## config.mk

```make
export PLATFORM = sky130hd
export DESIGN_NAME = page_break_splitter_unit
export DESIGN_NICKNAME = d
export VERILOG_FILES = /design/src/hdl/pbs_pkg.sv /design/src/hdl/pbs_alu.sv /design/src/hdl/pbs_out_stage.sv /design/src/hdl/pbs_core.sv /design/src/hdl/page_break_splitter_unit.sv
export SDC_FILE = /design/constraint.sdc
export NUM_CORES = 1
export LEC_CHECK = 0
export CAP_MARGIN = 40
export CORE_MARGIN = 2
export CORE_UTILIZATION = 35
export DETAILED_ROUTE_END_ITERATION = 12
export DONT_BUFFER_PORTS = 1
export PLACE_DENSITY_LB_ADDON = 0.1
export SLEW_MARGIN = 20
export SYNTH_ARGS = -nofsm -noshare
export SYNTH_HDL_FRONTEND = slang
export SYNTH_SLANG_ARGS = --single-unit
```

## constraint.sdc

```tcl
create_clock -name i_clk -period 7.9 [get_ports i_clk]
set_input_delay 0.395 -clock i_clk [delete_from_list [all_inputs] [get_ports i_clk]]
set_output_delay 0.395 -clock i_clk [all_outputs]
set_load 0.03 [all_outputs]
```

## src/hdl/pbs_pkg.sv

```systemverilog
// package for the page break splitter: item structs, break rule codes,
// sequencer states and the shared arithmetic unit interface
// no dependencies
`default_nettype none

package pbs_pkg;

    localparam int COORD_W = 31;
    localparam int PH_W    = 16;
    localparam int IDX_W   = 16;
    localparam int ALU_W   = 32;
    localparam int REM_W   = PH_W;
    localparam int DIV_CNT_W = 5;

    localparam logic [PH_W-1:0]      PH_RESET = 16'd800;
    localparam logic [IDX_W-1:0]     IDX_MAX  = '1;
    localparam logic [DIV_CNT_W-1:0] DIV_LAST = DIV_CNT_W'(COORD_W - 1);

    // break rule codes
    localparam logic [1:0] RULE_AUTO   = 2'd0;
    localparam logic [1:0] RULE_AVOID  = 2'd1;
    localparam logic [1:0] RULE_ALWAYS = 2'd2;

    // request codes
    localparam logic REQ_ADD    = 1'b0;
    localparam logic REQ_FINISH = 1'b1;

    typedef struct packed {
        logic               req_type;
        logic [COORD_W-1:0] line_start;
        logic [COORD_W-1:0] line_end;
        logic [1:0]         break_before;
        logic [1:0]         break_after;
    } t_in_item;

    typedef struct packed {
        logic [COORD_W-1:0] page_start;
        logic [COORD_W-1:0] page_span;
        logic [IDX_W-1:0]   page_index;
        logic               slices_dropped;
        logic               last_of_run;
    } t_out_item;

    typedef enum logic [4:0] {
        ST_IDLE,
        ST_CLAMP,
        ST_FIN,
        ST_BACK,
        ST_FIT,
        ST_FITC,
        ST_ASPAN,
        ST_BSPAN,
        ST_OPEN,
        ST_DPREP,
        ST_DIV,
        ST_CTOP1,
        ST_CTOP2,
        ST_DISP,
        ST_EMIT_A,
        ST_EMIT_B,
        ST_EMIT_C
    } t_state;

    typedef enum logic {
        ALU_ADD,
        ALU_SUB
    } t_alu_op;

    typedef struct packed {
        t_alu_op          op;
        logic [ALU_W-1:0] a;
        logic [ALU_W-1:0] b;
    } t_alu_req;

    typedef struct packed {
        logic [ALU_W-1:0] res;
        logic             borrow;
    } t_alu_rsp;

    typedef struct packed {
        logic             busy;
        logic             started;
        logic [IDX_W-1:0] page_cnt;
    } t_core_status;

endpackage

`default_nettype wire

```

## src/hdl/pbs_alu.sv

```systemverilog
// shared 32-bit add / subtract unit with borrow flag
// depends on pbs_pkg
`default_nettype none

module pbs_alu (
    input  wire pbs_pkg::t_alu_req i_req,
    output pbs_pkg::t_alu_rsp      o_rsp
);

    logic [pbs_pkg::ALU_W-1:0] w_b;
    logic                      w_cin;
    logic [pbs_pkg::ALU_W:0]   w_full;

    always_comb begin
        w_cin  = (i_req.op == pbs_pkg::ALU_SUB);
        w_b    = w_cin ? ~i_req.b : i_req.b;
        w_full = {1'b0, i_req.a} + {1'b0, w_b} + {{pbs_pkg::ALU_W{1'b0}}, w_cin};
        o_rsp.res    = w_full[pbs_pkg::ALU_W-1:0];
        // carry out of a subtract is the inverted borrow
        o_rsp.borrow = w_cin && !w_full[pbs_pkg::ALU_W];
    end

endmodule

`default_nettype wire

```

## src/hdl/pbs_out_stage.sv

```systemverilog
// output register stage for page items, valid / stall handshake
// depends on pbs_pkg
`default_nettype none

module pbs_out_stage (
    input  wire                     i_clk,
    input  wire                     i_rst_n,
    input  wire                     i_load,
    input  wire pbs_pkg::t_out_item i_data,
    output logic                    o_can_load,
    output logic                    o_valid,
    input  wire                     i_stall,
    output pbs_pkg::t_out_item      o_data
);

    logic               r_valid;
    pbs_pkg::t_out_item r_data;

    always_ff @(posedge i_clk) begin
        if (!i_rst_n) begin
            r_valid <= 1'b0;
        end else if (i_load) begin
            r_valid <= 1'b1;
        end else if (!i_stall) begin
            r_valid <= 1'b0;
        end
    end

    always_ff @(posedge i_clk) begin
        if (i_load) begin
            r_data <= i_data;
        end
    end

    assign o_can_load = !r_valid || !i_stall;
    assign o_valid    = r_valid;
    assign o_data     = r_data;

endmodule

`default_nettype wire

```

## src/hdl/pbs_core.sv

```systemverilog
// sequencer and datapath of the page break splitter: pagination state,
// restoring divider and page emission, all through one shared add / subtract unit
// depends on pbs_pkg, pbs_alu
`default_nettype none

module pbs_core #(
    parameter int MAX_SLICES = 62
) (
    input  wire                        i_clk,
    input  wire                        i_rst_n,
    input  wire                        i_in_valid,
    input  wire pbs_pkg::t_in_item     i_in_data,
    output logic                       o_in_stall,
    input  wire [pbs_pkg::PH_W-1:0]    i_ph,
    input  wire                        i_can_load,
    output logic                       o_load,
    output pbs_pkg::t_out_item         o_out_data,
    output pbs_pkg::t_core_status      o_status
);

    localparam int CNT_W = $clog2(MAX_SLICES + 1);
    localparam logic [CNT_W-1:0] MAX_CNT = CNT_W'(MAX_SLICES);
    localparam logic [CNT_W-1:0] CNT_ONE = CNT_W'(1);
    localparam logic [pbs_pkg::COORD_W-1:0] MAX_Q = pbs_pkg::COORD_W'(MAX_SLICES);

    pbs_pkg::t_state r_state, n_state;

    // item being worked on
    logic                          r_req;
    logic [pbs_pkg::COORD_W-1:0]   r_ls, r_le, r_span;
    logic [1:0]                    r_bb, r_ba, r_rule;
    logic [pbs_pkg::ALU_W-1:0]     r_tmp;
    logic [pbs_pkg::COORD_W-1:0]   r_a_top, r_a_span, r_b_top, r_b_span, r_cut_top;
    logic                          r_do_a, r_do_b, r_drop;
    logic [CNT_W-1:0]              r_cnt;
    logic [pbs_pkg::COORD_W-1:0]   r_dvd;
    logic [pbs_pkg::REM_W-1:0]     r_rem;
    logic [pbs_pkg::DIV_CNT_W-1:0] r_div_cnt;

    // pagination state
    logic                          r_started;
    logic [pbs_pkg::COORD_W-1:0]   r_cur_top, r_brk_end, r_res_top, r_prev_end;
    logic                          r_brk_valid, r_res_valid;
    logic [1:0]                    r_prev_ba;
    logic [pbs_pkg::IDX_W-1:0]     r_page_cnt;

    pbs_pkg::t_alu_req             w_alu_req;
    pbs_pkg::t_alu_rsp             w_alu_rsp;
    logic [pbs_pkg::ALU_W-1:0]     w_ph32;
    logic [pbs_pkg::COORD_W-1:0]   w_le_clamp;
    logic                          w_fit, w_avoid_pop;
    logic [1:0]                    w_rule;
    logic [pbs_pkg::REM_W:0]       w_trial;
    logic                          w_q_over;
    logic [CNT_W-1:0]              w_shown;
    logic [pbs_pkg::IDX_W-1:0]     w_cnt_inc;

    pbs_alu u_alu (
        .i_req (w_alu_req),
        .o_rsp (w_alu_rsp)
    );

    always_comb begin
        w_ph32      = {{(pbs_pkg::ALU_W - pbs_pkg::PH_W){1'b0}}, i_ph};
        w_le_clamp  = w_alu_rsp.borrow ? r_ls : r_le;
        w_fit       = !w_alu_rsp.borrow;
        w_avoid_pop = !w_fit && (r_rule == pbs_pkg::RULE_AVOID) && r_brk_valid && r_res_valid;
        if (r_prev_ba == pbs_pkg::RULE_AVOID || r_bb == pbs_pkg::RULE_AVOID) begin
            w_rule = pbs_pkg::RULE_AVOID;
        end else if (r_prev_ba == pbs_pkg::RULE_ALWAYS || r_bb == pbs_pkg::RULE_ALWAYS) begin
            w_rule = pbs_pkg::RULE_ALWAYS;
        end else begin
            w_rule = pbs_pkg::RULE_AUTO;
        end
        w_trial   = {r_rem, r_dvd[pbs_pkg::COORD_W-1]};
        w_q_over  = r_dvd > MAX_Q;
        w_shown   = w_q_over ? MAX_CNT : r_dvd[CNT_W-1:0];
        w_cnt_inc = (r_page_cnt == pbs_pkg::IDX_MAX) ? r_page_cnt : r_page_cnt + 1'b1;
    end

    // next state
    always_comb begin
        n_state = r_state;
        case (r_state)
            pbs_pkg::ST_IDLE: begin
                if (i_in_valid) n_state = pbs_pkg::ST_CLAMP;
            end
            pbs_pkg::ST_CLAMP: begin
                if (r_req == pbs_pkg::REQ_FINISH) n_state = pbs_pkg::ST_FIN;
                else if (r_started)               n_state = pbs_pkg::ST_BACK;
                else                              n_state = pbs_pkg::ST_OPEN;
            end
            pbs_pkg::ST_FIN: begin
                n_state = r_started ? pbs_pkg::ST_EMIT_B : pbs_pkg::ST_IDLE;
            end
            pbs_pkg::ST_BACK: begin
                // slice running backward is dropped silently
                n_state = w_alu_rsp.borrow ? pbs_pkg::ST_IDLE : pbs_pkg::ST_FIT;
            end
            pbs_pkg::ST_FIT: n_state = pbs_pkg::ST_FITC;
            pbs_pkg::ST_FITC: begin
                if (w_avoid_pop) begin
                    n_state = pbs_pkg::ST_ASPAN;
                end else if (!w_fit || r_rule == pbs_pkg::RULE_ALWAYS) begin
                    n_state = pbs_pkg::ST_BSPAN;
                end else begin
                    n_state = pbs_pkg::ST_DISP;
                end
            end
            pbs_pkg::ST_ASPAN: n_state = pbs_pkg::ST_FIT;
            pbs_pkg::ST_BSPAN: n_state = pbs_pkg::ST_OPEN;
            pbs_pkg::ST_OPEN: begin
                n_state = w_alu_rsp.borrow ? pbs_pkg::ST_DPREP : pbs_pkg::ST_DISP;
            end
            pbs_pkg::ST_DPREP: n_state = pbs_pkg::ST_DIV;
            pbs_pkg::ST_DIV: begin
                if (r_div_cnt == '0) n_state = pbs_pkg::ST_CTOP1;
            end
            pbs_pkg::ST_CTOP1: n_state = pbs_pkg::ST_CTOP2;
            pbs_pkg::ST_CTOP2: n_state = pbs_pkg::ST_DISP;
            pbs_pkg::ST_DISP: begin
                if (r_do_a)            n_state = pbs_pkg::ST_EMIT_A;
                else if (r_do_b)       n_state = pbs_pkg::ST_EMIT_B;
                else if (r_cnt != '0)  n_state = pbs_pkg::ST_EMIT_C;
                else                   n_state = pbs_pkg::ST_IDLE;
            end
            pbs_pkg::ST_EMIT_A: begin
                if (i_can_load) begin
                    if (r_do_b)           n_state = pbs_pkg::ST_EMIT_B;
                    else if (r_cnt != '0) n_state = pbs_pkg::ST_EMIT_C;
                    else                  n_state = pbs_pkg::ST_IDLE;
                end
            end
            pbs_pkg::ST_EMIT_B: begin
                if (i_can_load) begin
                    n_state = (r_cnt != '0) ? pbs_pkg::ST_EMIT_C : pbs_pkg::ST_IDLE;
                end
            end
            pbs_pkg::ST_EMIT_C: begin
                if (i_can_load && r_cnt == CNT_ONE) n_state = pbs_pkg::ST_IDLE;
            end
            default: n_state = pbs_pkg::ST_IDLE;
        endcase
    end

    // outputs: unit operands, page item, handshake
    always_comb begin
        w_alu_req.op = pbs_pkg::ALU_SUB;
        w_alu_req.a  = '0;
        w_alu_req.b  = '0;
        o_load       = 1'b0;
        o_out_data.page_start     = r_b_top;
        o_out_data.page_span      = r_b_span;
        o_out_data.page_index     = r_page_cnt;
        o_out_data.slices_dropped = r_drop;
        o_out_data.last_of_run    = (r_cnt == '0);
        case (r_state)
            pbs_pkg::ST_CLAMP: begin
                w_alu_req.a = {1'b0, r_le};
                w_alu_req.b = {1'b0, r_ls};
            end
            pbs_pkg::ST_FIN, pbs_pkg::ST_BSPAN: begin
                w_alu_req.a = {1'b0, r_prev_end};
                w_alu_req.b = {1'b0, r_cur_top};
            end
            pbs_pkg::ST_BACK: begin
                w_alu_req.a = {1'b0, r_ls};
                w_alu_req.b = {1'b0, r_prev_end};
            end
            pbs_pkg::ST_FIT: begin
                w_alu_req.a = {1'b0, r_le};
                w_alu_req.b = {1'b0, r_cur_top};
            end
            pbs_pkg::ST_FITC: begin
                w_alu_req.a = w_ph32;
                w_alu_req.b = r_tmp;
            end
            pbs_pkg::ST_ASPAN: begin
                w_alu_req.a = {1'b0, r_brk_end};
                w_alu_req.b = {1'b0, r_cur_top};
            end
            pbs_pkg::ST_OPEN: begin
                w_alu_req.a = w_ph32;
                w_alu_req.b = {1'b0, r_span};
            end
            pbs_pkg::ST_DPREP: begin
                w_alu_req.a = {1'b0, r_span};
                w_alu_req.b = pbs_pkg::ALU_W'(1);
            end
            pbs_pkg::ST_DIV: begin
                w_alu_req.a = pbs_pkg::ALU_W'(w_trial);
                w_alu_req.b = w_ph32;
            end
            pbs_pkg::ST_CTOP1: begin
                w_alu_req.a = {1'b0, r_le};
                w_alu_req.b = pbs_pkg::ALU_W'(r_rem);
            end
            pbs_pkg::ST_CTOP2: begin
                w_alu_req.a = r_tmp;
                w_alu_req.b = pbs_pkg::ALU_W'(1);
            end
            pbs_pkg::ST_EMIT_A: begin
                o_load = i_can_load;
                o_out_data.page_start  = r_a_top;
                o_out_data.page_span   = r_a_span;
                o_out_data.last_of_run = !r_do_b && (r_cnt == '0);
            end
            pbs_pkg::ST_EMIT_B: begin
                o_load = i_can_load;
            end
            pbs_pkg::ST_EMIT_C: begin
                o_load = i_can_load;
                w_alu_req.op = pbs_pkg::ALU_ADD;
                w_alu_req.a  = {1'b0, r_cut_top};
                w_alu_req.b  = w_ph32;
                o_out_data.page_start  = r_cut_top;
                o_out_data.page_span   = pbs_pkg::COORD_W'(i_ph);
                o_out_data.last_of_run = (r_cnt == CNT_ONE);
            end
            default: begin
                w_alu_req.op = pbs_pkg::ALU_SUB;
            end
        endcase
        o_in_stall       = (r_state != pbs_pkg::ST_IDLE);
        o_status.busy     = (r_state != pbs_pkg::ST_IDLE);
        o_status.started  = r_started;
        o_status.page_cnt = r_page_cnt;
    end

    always_ff @(posedge i_clk) begin
        if (!i_rst_n) begin
            r_state <= pbs_pkg::ST_IDLE;
        end else begin
            r_state <= n_state;
        end
    end

    // pagination state and per-item control
    always_ff @(posedge i_clk) begin
        if (!i_rst_n) begin
            r_started   <= 1'b0;
            r_cur_top   <= '0;
            r_brk_end   <= '0;
            r_brk_valid <= 1'b0;
            r_res_top   <= '0;
            r_res_valid <= 1'b0;
            r_prev_end  <= '0;
            r_prev_ba   <= pbs_pkg::RULE_AUTO;
            r_page_cnt  <= '0;
            r_do_a      <= 1'b0;
            r_do_b      <= 1'b0;
            r_drop      <= 1'b0;
            r_cnt       <= '0;
            r_div_cnt   <= '0;
        end else begin
            case (r_state)
                pbs_pkg::ST_IDLE: begin
                    if (i_in_valid) begin
                        r_do_a <= 1'b0;
                        r_do_b <= 1'b0;
                        r_drop <= 1'b0;
                        r_cnt  <= '0;
                    end
                end
                pbs_pkg::ST_CLAMP: begin
                    if (r_req == pbs_pkg::REQ_ADD && !r_started) begin
                        r_started  <= 1'b1;
                        r_prev_end <= w_le_clamp;
                        r_prev_ba  <= r_ba;
                    end
                end
                pbs_pkg::ST_FIN: begin
                    if (r_started) begin
                        r_do_b <= 1'b1;
                    end else begin
                        r_cur_top   <= '0;
                        r_brk_end   <= '0;
                        r_brk_valid <= 1'b0;
                        r_res_top   <= '0;
                        r_res_valid <= 1'b0;
                        r_prev_end  <= '0;
                        r_prev_ba   <= pbs_pkg::RULE_AUTO;
                        r_page_cnt  <= '0;
                    end
                end
                pbs_pkg::ST_FITC: begin
                    if (!w_avoid_pop && w_fit && r_rule != pbs_pkg::RULE_ALWAYS) begin
                        // slice stacks onto the page; an auto break is a fallback point
                        if (r_rule == pbs_pkg::RULE_AUTO) begin
                            r_brk_end   <= r_prev_end;
                            r_brk_valid <= 1'b1;
                            r_res_top   <= r_ls;
                            r_res_valid <= 1'b1;
                        end
                        r_prev_end <= r_le;
                        r_prev_ba  <= r_ba;
                    end
                end
                pbs_pkg::ST_ASPAN: begin
                    r_do_a      <= 1'b1;
                    r_cur_top   <= r_res_top;
                    r_brk_valid <= 1'b0;
                    r_res_valid <= 1'b0;
                end
                pbs_pkg::ST_BSPAN: begin
                    r_do_b     <= 1'b1;
                    r_prev_end <= r_le;
                    r_prev_ba  <= r_ba;
                end
                pbs_pkg::ST_OPEN: begin
                    r_cur_top   <= r_ls;
                    r_brk_valid <= 1'b0;
                    r_res_valid <= 1'b0;
                end
                pbs_pkg::ST_DPREP: begin
                    r_div_cnt <= pbs_pkg::DIV_LAST;
                end
                pbs_pkg::ST_DIV: begin
                    r_div_cnt <= r_div_cnt - 1'b1;
                end
                pbs_pkg::ST_CTOP1: begin
                    r_drop <= w_q_over;
                    r_cnt  <= w_shown;
                end
                pbs_pkg::ST_CTOP2: begin
                    // top of the remainder page: line_end - 1 - ((span - 1) mod page)
                    r_cur_top <= w_alu_rsp.res[pbs_pkg::COORD_W-1:0];
                end
                pbs_pkg::ST_EMIT_A: begin
                    if (i_can_load) r_page_cnt <= w_cnt_inc;
                end
                pbs_pkg::ST_EMIT_B: begin
                    if (i_can_load) begin
                        if (r_req == pbs_pkg::REQ_FINISH) begin
                            r_started   <= 1'b0;
                            r_cur_top   <= '0;
                            r_brk_end   <= '0;
                            r_brk_valid <= 1'b0;
                            r_res_top   <= '0;
                            r_res_valid <= 1'b0;
                            r_prev_end  <= '0;
                            r_prev_ba   <= pbs_pkg::RULE_AUTO;
                            r_page_cnt  <= '0;
                        end else begin
                            r_page_cnt <= w_cnt_inc;
                        end
                    end
                end
                pbs_pkg::ST_EMIT_C: begin
                    if (i_can_load) begin
                        r_page_cnt <= w_cnt_inc;
                        r_cnt      <= r_cnt - 1'b1;
                    end
                end
                default: begin
                    r_do_a <= r_do_a;
                end
            endcase
        end
    end

    // item payload and scratch values
    always_ff @(posedge i_clk) begin
        case (r_state)
            pbs_pkg::ST_IDLE: begin
                if (i_in_valid) begin
                    r_req <= i_in_data.req_type;
                    r_ls  <= i_in_data.line_start;
                    r_le  <= i_in_data.line_end;
                    r_bb  <= i_in_data.break_before;
                    r_ba  <= i_in_data.break_after;
                end
            end
            pbs_pkg::ST_CLAMP: begin
                r_le   <= w_le_clamp;
                r_span <= w_alu_rsp.borrow ? '0 : w_alu_rsp.res[pbs_pkg::COORD_W-1:0];
            end
            pbs_pkg::ST_FIN: begin
                r_b_top  <= r_cur_top;
                r_b_span <= w_alu_rsp.res[pbs_pkg::COORD_W-1:0];
            end
            pbs_pkg::ST_BACK: begin
                r_rule <= w_rule;
            end
            pbs_pkg::ST_FIT, pbs_pkg::ST_CTOP1: begin
                r_tmp <= w_alu_rsp.res;
            end
            pbs_pkg::ST_ASPAN: begin
                r_a_top  <= r_cur_top;
                r_a_span <= w_alu_rsp.res[pbs_pkg::COORD_W-1:0];
            end
            pbs_pkg::ST_BSPAN: begin
                r_b_top  <= r_cur_top;
                r_b_span <= w_alu_rsp.res[pbs_pkg::COORD_W-1:0];
            end
            pbs_pkg::ST_OPEN: begin
                r_cut_top <= r_ls;
            end
            pbs_pkg::ST_DPREP: begin
                r_dvd <= w_alu_rsp.res[pbs_pkg::COORD_W-1:0];
                r_rem <= '0;
            end
            pbs_pkg::ST_DIV: begin
                // restoring step, quotient bits shift in behind the dividend
                if (w_alu_rsp.borrow) begin
                    r_rem <= w_trial[pbs_pkg::REM_W-1:0];
                end else begin
                    r_rem <= w_alu_rsp.res[pbs_pkg::REM_W-1:0];
                end
                r_dvd <= {r_dvd[pbs_pkg::COORD_W-2:0], !w_alu_rsp.borrow};
            end
            pbs_pkg::ST_EMIT_C: begin
                if (i_can_load) r_cut_top <= w_alu_rsp.res[pbs_pkg::COORD_W-1:0];
            end
            default: begin
                r_rule <= r_rule;
            end
        endcase
    end

endmodule

`default_nettype wire

```

## src/hdl/page_break_splitter_unit.sv

```systemverilog
// Page break splitter: packs document slices greedily into pages of page_height
// (a value of 0 acts as 1) and emits one item per page with its top, span, running
// index, a dropped-slices flag and a last-of-run flag. One input item is taken at a
// time; the input stalls until that item's work is done and its last page is handed
// to the output register. The coordinate, span and divider arithmetic goes through
// one shared 32-bit add/subtract unit, one operation per cycle. A slice that runs
// backward is ignored. A slice taller than a page also runs a restoring divide
// of its span minus one by the page height, one quotient bit per cycle, then
// emits its cut pages one per cycle while the output does not stall, at most
// MAX_SLICES of them. An output stall holds back the page being handed over while
// the output register is full. A page_height write is taken in any cycle (its
// ready is always high) and should only come while no item is in flight.
// depends on pbs_pkg, pbs_core, pbs_out_stage
`default_nettype none

module page_break_splitter_unit #(
    parameter int MAX_SLICES = 62
) (
    input  wire                        i_clk,
    input  wire                        i_rst_n,
    input  wire                        i_in_valid,
    output logic                       o_in_stall,
    input  wire pbs_pkg::t_in_item     i_in_data,
    output logic                       o_out_valid,
    input  wire                        i_out_stall,
    output pbs_pkg::t_out_item         o_out_data,
    input  wire                        i_cfg_valid,
    output logic                       o_cfg_ready,
    input  wire [pbs_pkg::PH_W-1:0]    i_cfg_data
);

    logic [pbs_pkg::PH_W-1:0] r_page_height;
    logic [pbs_pkg::PH_W-1:0] w_ph;
    logic                     w_can_load;
    logic                     w_load;
    pbs_pkg::t_out_item       w_page;
    pbs_pkg::t_core_status    w_status;

    assign o_cfg_ready = 1'b1;

    always_ff @(posedge i_clk) begin
        if (!i_rst_n) begin
            r_page_height <= pbs_pkg::PH_RESET;
        end else if (i_cfg_valid && o_cfg_ready) begin
            r_page_height <= i_cfg_data;
        end
    end

    assign w_ph = (r_page_height == '0) ? pbs_pkg::PH_W'(1) : r_page_height;

    pbs_core #(
        .MAX_SLICES (MAX_SLICES)
    ) u_core (
        .i_clk      (i_clk),
        .i_rst_n    (i_rst_n),
        .i_in_valid (i_in_valid),
        .i_in_data  (i_in_data),
        .o_in_stall (o_in_stall),
        .i_ph       (w_ph),
        .i_can_load (w_can_load),
        .o_load     (w_load),
        .o_out_data (w_page),
        .o_status   (w_status)
    );

    pbs_out_stage u_out (
        .i_clk      (i_clk),
        .i_rst_n    (i_rst_n),
        .i_load     (w_load),
        .i_data     (w_page),
        .o_can_load (w_can_load),
        .o_valid    (o_out_valid),
        .i_stall    (i_out_stall),
        .o_data     (o_out_data)
    );

    // an accepted item always makes the sequencer busy
    a_accept_busy: assert property (@(posedge i_clk) disable iff (!i_rst_n)
        (i_in_valid && !o_in_stall) |=> w_status.busy)
        else $error("sequencer not busy after accepting an item");

    // after a page that is not the last one, another page is queued or coming
    a_more_pages: assert property (@(posedge i_clk) disable iff (!i_rst_n)
        (o_out_valid && !i_out_stall && !o_out_data.last_of_run)
            |=> (o_out_valid || w_status.busy))
        else $error("run ended without a last page");

    // no page can be counted before the first slice of a document
    a_idle_count: assert property (@(posedge i_clk) disable iff (!i_rst_n)
        !w_status.started |-> (w_status.page_cnt == '0))
        else $error("page count nonzero outside a document");

endmodule

`default_nettype wire
```

# After elaboration in Yosys (flattened, before gate mapping)

Cells that the tools add are included.

Memories: 0
Bits in read-only memories: 0
Bits of input ports: 88
Output and inout port bits: 83
RAM bits: 0
Latch bits: 0
Register bits after elaboration: 594
Word-level logic and storage cells: 219

Reductions and logical operators: 59
Order comparisons: 1
$mul: 0
Shift operators: 0
Div/mod/pow operators: 0
Eq/ne operators: 39
Bitwise gates (word level): 2
Mux-type cells: 77
Add/subtract/negate cells: 5

Operators by type and width:

| kind                                                           | count |
|---|---|
| one-hot mux 64 bit (12 select lines)                           | 1 |
| 2-to-1 mux 31 bit                                              | 12 |
| one-hot mux 31 bit (5 select lines)                            | 2 |
| one-hot mux 31 bit (2 select lines)                            | 3 |
| one-hot mux 31 bit (3 select lines)                            | 2 |
| one-hot mux 62 bit (2 select lines)                            | 1 |
| 2-to-1 mux 16 bit                                              | 7 |
| one-hot mux 5 bit (17 select lines)                            | 1 |
| 2-to-1 mux 5 bit                                               | 10 |
| one-hot mux 16 bit (3 select lines)                            | 1 |
| equality test 5 x 4 -> 1 bit, second input constant            | 8 |
| adder 32 x 32 -> 33 bit                                        | 1 |
| adder 33 x 1 -> 33 bit                                         | 1 |
| 2-to-1 mux 32 bit                                              | 1 |
| NOT 32 bit                                                     | 1 |
| one-hot mux 16 bit (2 select lines)                            | 1 |
| greater-than comparator 31 x 6 -> 1 bit, second input constant | 1 |
| != test 2 x 1 -> 1 bit, second input constant                  | 12 |
| equality test 5 x 3 -> 1 bit, second input constant            | 4 |
| 2-to-1 mux 6 bit                                               | 3 |
| one-hot mux 6 bit (3 select lines)                             | 1 |
| AND reduction 6 bit                                            | 3 |
| adder 16 x 1 -> 16 bit, second input constant                  | 1 |
| equality test 16 bit, second input constant                    | 1 |
| other kinds (37)                                               | 104 |

# Depth between registers and ports, before layout

Depth after elaboration: 17
Depth in mapped cells: 23
Depth with buffers taken out: 18

# Modules after synthesis

A second synthesis with hierarchy kept.

Cell total of the unflattened synthesis: 2590
Area total of the unflattened synthesis: 27948.1 um^2

Modules (own cells, without submodules):

| module                   | seq. area each (um^2) | area an instance (um^2) | cells each | instances |
|---|---|---|---|---|
| pbs_core                 | 13292.7               | 22698.0                 | 2124       | 1 |
| pbs_out_stage            | 2422.3                | 2437.3                  | 84         | 1 |
| pbs_alu                  | 0.0                   | 2103.3                  | 309        | 1 |
| page_break_splitter_unit | 320.3                 | 709.4                   | 73         | 1 |

# Least setup slack after synthesis

OpenSTA, ideal clock, no wires.

Kind: register to register
Start point: reg u_core.r_state[2]
End point: reg u_core.r_le[21] (netlist name) (data pin)
Clock period less this slack: 6.252 ns
Library setup time: 0.161 ns
Stages on the path, launching flop included: 21
Data required time: 7.739 ns
Buffers on the path: 7
Arrival: 6.091 ns
Slack: 1.648 ns
Cells stage by stage: dfxtp_1 buf_2 buf_2 nand2_1 nor2_1 clkbuf_1 clkbuf_1 a22oi_1 nand3_1 ha_1 clkbuf_1 a21o_1 a31oi_1 o21ai_0 a211oi_1 and2_1 a21o_1 buf_2 buf_1 nand2_1 a31oi_1

Longest elaborated chain between the ends: 11
Elaborated cells on any way between the ends: 25
Classes of those cells: add/sub (2); eq/ne (13); mux (5); bitwise (1); reduce/logical (4)

Ends and longest elaborated chain:

| item                                                                                | line            | text |
|---|---|---|
| start, declared                                                                     | pbs_core.sv:26  | `pbs_pkg::t_state r_state, n_state;` |
| start signal, assigned                                                              | pbs_core.sv:232 | `r_state <= pbs_pkg::ST_IDLE;` |
| start signal, assigned                                                              | pbs_core.sv:234 | `r_state <= n_state;` |
| equality test 5 x 2 -> 1 bit / equality test 5 x 3 -> 1 bit (equally long branches) | pbs_core.sv:157 | `case (r_state)` |
| OR reduction 2 bit (no source line)                                                 | -               |  |
| one-hot mux 64 bit (12 select lines)                                                | pbs_core.sv:157 |  |
| NOT 32 bit                                                                          | pbs_alu.sv:16   | `w_b = w_cin ? ~i_req.b : i_req.b;` |
| 2-to-1 mux 32 bit                                                                   | pbs_alu.sv:16   |  |
| adder 32 x 32 -> 33 bit                                                             | pbs_alu.sv:17   | `w_full = {1'b0, i_req.a} + {1'b0, w_b} + {{pbs_pkg::ALU_W{1'b0}}, w_cin};` |
| adder 33 x 1 -> 33 bit                                                              | pbs_alu.sv:17   |  |
| zero test 1 bit                                                                     | pbs_alu.sv:20   | `o_rsp.borrow = w_cin && !w_full[pbs_pkg::ALU_W];` |
| logical AND 1 bit                                                                   | pbs_alu.sv:20   |  |
| 2-to-1 mux 31 bit                                                                   | pbs_core.sv:65  | `w_le_clamp = w_alu_rsp.borrow ? r_ls : r_le;` |
| one-hot mux 31 bit (2 select lines) *                                               | pbs_core.sv:364 | `case (r_state)` |
| end signal, assigned                                                                | pbs_core.sv:369 | `r_le <= i_in_data.line_end;` |
| end signal, assigned                                                                | pbs_core.sv:375 | `r_le <= w_le_clamp;` |
| end, declared                                                                       | pbs_core.sv:30  | `logic [pbs_pkg::COORD_W-1:0] r_ls, r_le, r_span;` |

Every way passes the cells marked *; elsewhere a longest branch is shown, timed or not.
A chain may end at the register's enable or synchronous reset.

# Worst setup path after layout

Start point: reg u_core.r_state[0]
End point: reg u_core.r_prev_end[23] (netlist name)

Longest elaborated chain between the ends: 17
Elaborated cells on any way between the ends: 40
Classes of those cells: add/sub (2); eq/ne (19); mux (6); bitwise (1); reduce/logical (12)

Ends and longest elaborated chain:

| item                                                                                | line                             | text |
|---|---|---|
| equality test 5 x 2 -> 1 bit / equality test 5 x 3 -> 1 bit (equally long branches) | pbs_core.sv:157, pbs_core.sv:256 |  |
| OR reduction 2 bit (no source line)                                                 | -                                |  |
| one-hot mux 64 bit (12 select lines)                                                | pbs_core.sv:157                  |  |
| NOT 32 bit                                                                          | pbs_alu.sv:16                    |  |
| 2-to-1 mux 32 bit                                                                   | pbs_alu.sv:16                    |  |
| adder 32 x 32 -> 33 bit                                                             | pbs_alu.sv:17                    |  |
| adder 33 x 1 -> 33 bit                                                              | pbs_alu.sv:17                    |  |
| zero test 1 bit                                                                     | pbs_alu.sv:20                    |  |
| logical AND 1 bit                                                                   | pbs_alu.sv:20                    |  |
| logical AND 1 bit (3 in series)                                                     | pbs_core.sv:67                   | `w_avoid_pop = !w_fit && (r_rule == pbs_pkg::RULE_AVOID) && r_brk_valid && r_res_valid;` |
| zero test 1 bit                                                                     | pbs_core.sv:287                  | `if (!w_avoid_pop && w_fit && r_rule != pbs_pkg::RULE_ALWAYS) begin` |
| logical AND 1 bit (2 in series)                                                     | pbs_core.sv:287                  |  |
| != test 2 x 1 -> 1 bit (no source line)                                             | -                                |  |
| AND reduction 6 bit (no source line)                                                | -                                |  |
| end signal, assigned                                                                | pbs_core.sv:268                  | `r_prev_end <= w_le_clamp;` |
| end signal, assigned                                                                | pbs_core.sv:295                  | `r_prev_end <= r_le;` |
| end signal, assigned                                                                | pbs_core.sv:307                  | `r_prev_end <= r_le;` |
| end, declared                                                                       | pbs_core.sv:42                   | `logic [pbs_pkg::COORD_W-1:0] r_cur_top, r_brk_end, r_res_top, r_prev_end;` |

Parallel ways exist; a longest one is shown, timed or not. The select of a mux whose other input is x is not followed.

==> key figures <==
Critical path
  – Buf/Inv on CP: 4
  – Setup CP Type: reg2reg
  – CP startpoint kind: flip-flop
  – Critical path, cell by cell: nand2_1 -> nor2_4 -> buf_4 -> buf_4 -> a221oi_1 -> and3_1 -> ha_1 -> nand2_1 -> nor4_1 -> o31ai_1 -> buf_2 -> a31oi_1 -> nor2_1 -> or3_1 -> buf_4 -> a221oi_1 -> nor2_1
  – Most common cell on crit path: buf_4
  – WP data required: 8.38 ns
  – Worst path slowest cell: dfxtp_1
  – Reg2Reg Depth: 17
  – Critical R2R Launch: u_core.r_state[0]
  – Crit end category: flip-flop
  – CP arrival: 7.28 ns
  – Reg2reg end: u_core.r_prev_end[23]
  – CP max stage delay: 0.85 ns
  – Crit Path Max Fanout: 32
  – Internal reg-to-reg setup slack: 1.10 ns
  – CP top delay family: simple AND/OR/NAND/NOR gates

Synth
  – Synth async-reset ratio: 0
  – Synth Net Count: 2725
  – Post-synth top cells: 418 x nand2_1, 414 x edfxtp_1, 189 x nor2_1
  – Cell count after synthesis: 2599
  – Top-area cell type share of the netlist area: 0.455
  – Area contributors post-synth: edfxtp_1 45%, dfxtp_1 13%, nand2_1 5.7%
  – Sequential area share after synthesis: 0.586
  – Yosys reg bits: 594
  – Synth cell types: 76
  – Synth warn: 0
  – Syn_area_per_cell: 10.5 µm²
  – Number of synthesized flops with an enable pin: 414
  – Most common cell in the netlist: nand2_1
  – Synth Flop Type: edfxtp_1
  – Synth area leader: edfxtp_1
  – Post-synthesis cell area: 27300 µm²

Route
  – Via density per instance: 6.01
  – Via count: 22417
  – Drt drc: 0
  – DRT iter0 DRCs: 2962
  – Antenna Nets Post-Route: 0
  – Routed WL: 100000 µm
  – Avg WL per Cell: 26.9 µm
  – Drt first pass iters: 12

Min path
  – Hold Path Sink: u_core.r_le[20]
  – Hold Path Class: in2reg
  – Cells on Worst Hold Path: 2
  – Min-delay src: i_in_data[24]

Power
  – Net Sw Frac: 0.373
  – Internal Power: 7.22 mW
  – Clock share of power: 0.307
  – Comb power frac: 0.326
  – Power Density: 359 nW/µm²
  – Leakage Power: 11.3 nW
  – VDD IR max: 0.285 mV
  – Overall Power: 11.5 mW
  – Part of the power in registers: 0.366
  – NetSw: 4.30 mW

Timing
  – Hold Vio Cnt, Final: 0
  – Worst Slack Setup Final: 1.10 ns
  – Final setup violation count: 0
  – RSZ-0062 raised after global routing: false
  – Final period util: 0.860
  – Pins over their slew limit: 0
  – Setup TNS Final: 0 ns
  – Max-Slew Margin vs Limit: 0.406
  – Fmax: 147 MHz
  – Final worst clock skew: 0.0247 ns
  – Worst Max-Slew Pin Slew: 0.883 ns
  – Post-route minimum period: 6.80 ns

Clock tree
  – Post-CTS Setup Inserts: 0
  – Clock Sinks: 594
  – Clock transition at path regs: 0.06 ns
  – Clk_lat worst skew: 0.62 ns
  – Cts hold-fix bufs: 69
  – CTS tree: done
  – Num CTS Buffers: 73
  – CTS root buffer: clkbuf_16
  – Post-CTS resize count: 0
  – Htree depth: 3
  – Max clock buf depth: 3

Floorplan
  – Core area: 77500 µm²
  – Die width: 284 µm
  – Die area: 80400 µm²
  – Initial Util: 0.353
  – Std cell rows: 102
  – Die H: 284 µm
  – IO Count: 171

Global route
  – First-pass GRT wire length: 148000 µm
  – Vias in the first global route: 22177
  – Grt total ovfl: 0
  – Largest net degree at the start of global routing: 65
  – Initial antenna violation count: 2
  – Tot GR Track Use: 0.243

Final layout
  – Antenna cell count: 0
  – Final Net Count: 2757
  – Util after Layout: 0.414
  – Layout cells sized above 1: 0.0888
  – Final instance area: 32100 µm²
  – Area growth syn-to-layout: 17.3%

Placement
  – DP Wirelength: 63200 µm
  – GPL Wtd Cong: 0.890
  – Dpl cell area: 28800 µm²
  – Dpl ws: 1.28 ns
  – # port buffers: 0

Run
  – Max-Cap Viols: 0

Outcome
  – Status: finished, final reports clean
==> state kept, by name, indices dropped and copies added, names as in the netlist, 31 cells and up <==
signal,count
u_core.r_ls,31
u_core.r_cur_top,31
u_core.r_dvd,31
u_core.r_res_top,31
u_core.r_cut_top,31
u_core.r_span,31
u_core.r_prev_end,31
u_core.r_brk_end,31
u_core.r_a_top,31
u_core.r_tmp,32
u_core.r_a_span,31
u_core.r_b_top,31
u_out.o_data,80
u_core.r_b_span,31
u_core.r_le,31
==> stage by stage <==
stage               instances  hold WS, ns
finish                   3731       0.0444
global route             3731       0.0391
floorplan                2599        0.402
CTS                      3725       0.0140
global placement         3506        0.433
detailed placement       3521        0.434
==> metal layers <==
| metal | up-vias | GRT usage | part of all wire |
|---|---|---|---|
| li1 | 9920 | - | - |
| met1 | 11167 | 0.324 | 0.41 |
| met2 | 1132 | 0.403 | 0.48 |
| met3 | 194 | 0.0359 | 0.079 |
| met4 | 4 | 0.0845 | 0.031 |
| met5 | - | 0 | 0.00014 |
==> power groups by stage <==
| stage | clock network, mW | registers, mW | logic (mW) |
|---|---|---|---|
| finish | 3.54 | 4.22 | 3.76 |
| global route | 3.73 | 4.25 | 4.06 |
| CTS | 3.62 | 4.21 | 3.71 |
| detailed placement | 0 | 4.27 | 3.65 |
| global placement | 0 | 4.27 | 3.56 |
| floorplan | 0 | 4.16 | 2.27 |
==> cell type report <==
cell class                      count  area, µm²
Fill cell                        7467      45400
Timing Repair Buffer              151       1550
Sequential cell                   594      16000
Tap cell                         1040       1300
Inverter                           60        230
Multi-Input combinational cell   1751      10400
Clock inverter                     36        448
Clock buffer                       99       2080
==> worst max path at each step <==
stage / cells past startpoint / slack (ns) / endpoint / from
after floorplan: 20 / 1.65 / u_core.r_le[21] / u_core.r_state[2]
after global placement: 16 / 1.18 / u_core.r_prev_end[0] / u_core.r_state[1]
after detailed placement: 16 / 1.28 / u_core.r_prev_end[0] / u_core.r_state[0]
after CTS: 16 / 1.26 / u_core.r_prev_end[23] / u_core.r_state[0]
after global routing: 17 / 0.94 / u_core.r_prev_end[17] / u_core.r_state[0]
final: 17 / 1.10 / u_core.r_prev_end[23] / u_core.r_state[0]
==> cells in the final DEF, fill, tap and decap left out, types with 6 or more instances in the layout <==
cell type / netlist / routed
a21boi_0: 12 / 12
a21o_1: 23 / 22
a21oi_1: 185 / 184
a221oi_1: 57 / 57
a222oi_1: 97 / 97
a22o_1: 23 / 23
a22oi_1: 111 / 111
a31oi_1: 42 / 41
and2_1: 10 / 10
and3_1: 25 / 24
buf_12: 0 / 8
buf_4: 4 / 58
bufinv_16: 0 / 10
clkbuf_1: 145 / 16
clkbuf_16: 0 / 78
clkinv_1: 0 / 7
clkinv_2: 0 / 13
dfxtp_1: 180 / 180
dlygate4sd3_1: 0 / 68
edfxtp_1: 414 / 414
ha_1: 37 / 37
inv_1: 59 / 55
mux2i_1: 19 / 19
nand2_1: 418 / 418
nand2b_1: 12 / 12
nand3_1: 122 / 121
nand4_1: 20 / 20
nor2_1: 189 / 180
nor2_4: 0 / 7
nor2b_1: 12 / 12
nor3_1: 18 / 16
nor4_1: 16 / 15
o21a_1: 6 / 6
o21ai_0: 131 / 130
o21ai_1: 6 / 6
o21bai_1: 8 / 8
o22ai_1: 10 / 10
or3_1: 12 / 11
xnor2_1: 41 / 41
xor2_1: 10 / 10
==> logic make-up (layout without fill, tap and decap cells) <==
family	after synthesis	count (layout)	synth area share
AND/OR/NAND/NOR	879	879	0.142
AO/OA/AOI/OAI	763	763	0.194
flip-flops	594	594	0.586
buffers and inverters	254	346	0.0366
XOR/XNOR	51	51	0.0163
adder cells (fa/ha/maj)	38	38	0.0177
multiplexers	19	19	0.00695
other	1	1	0.000137
No activity file was read; power rests on OpenSTA's default activity.
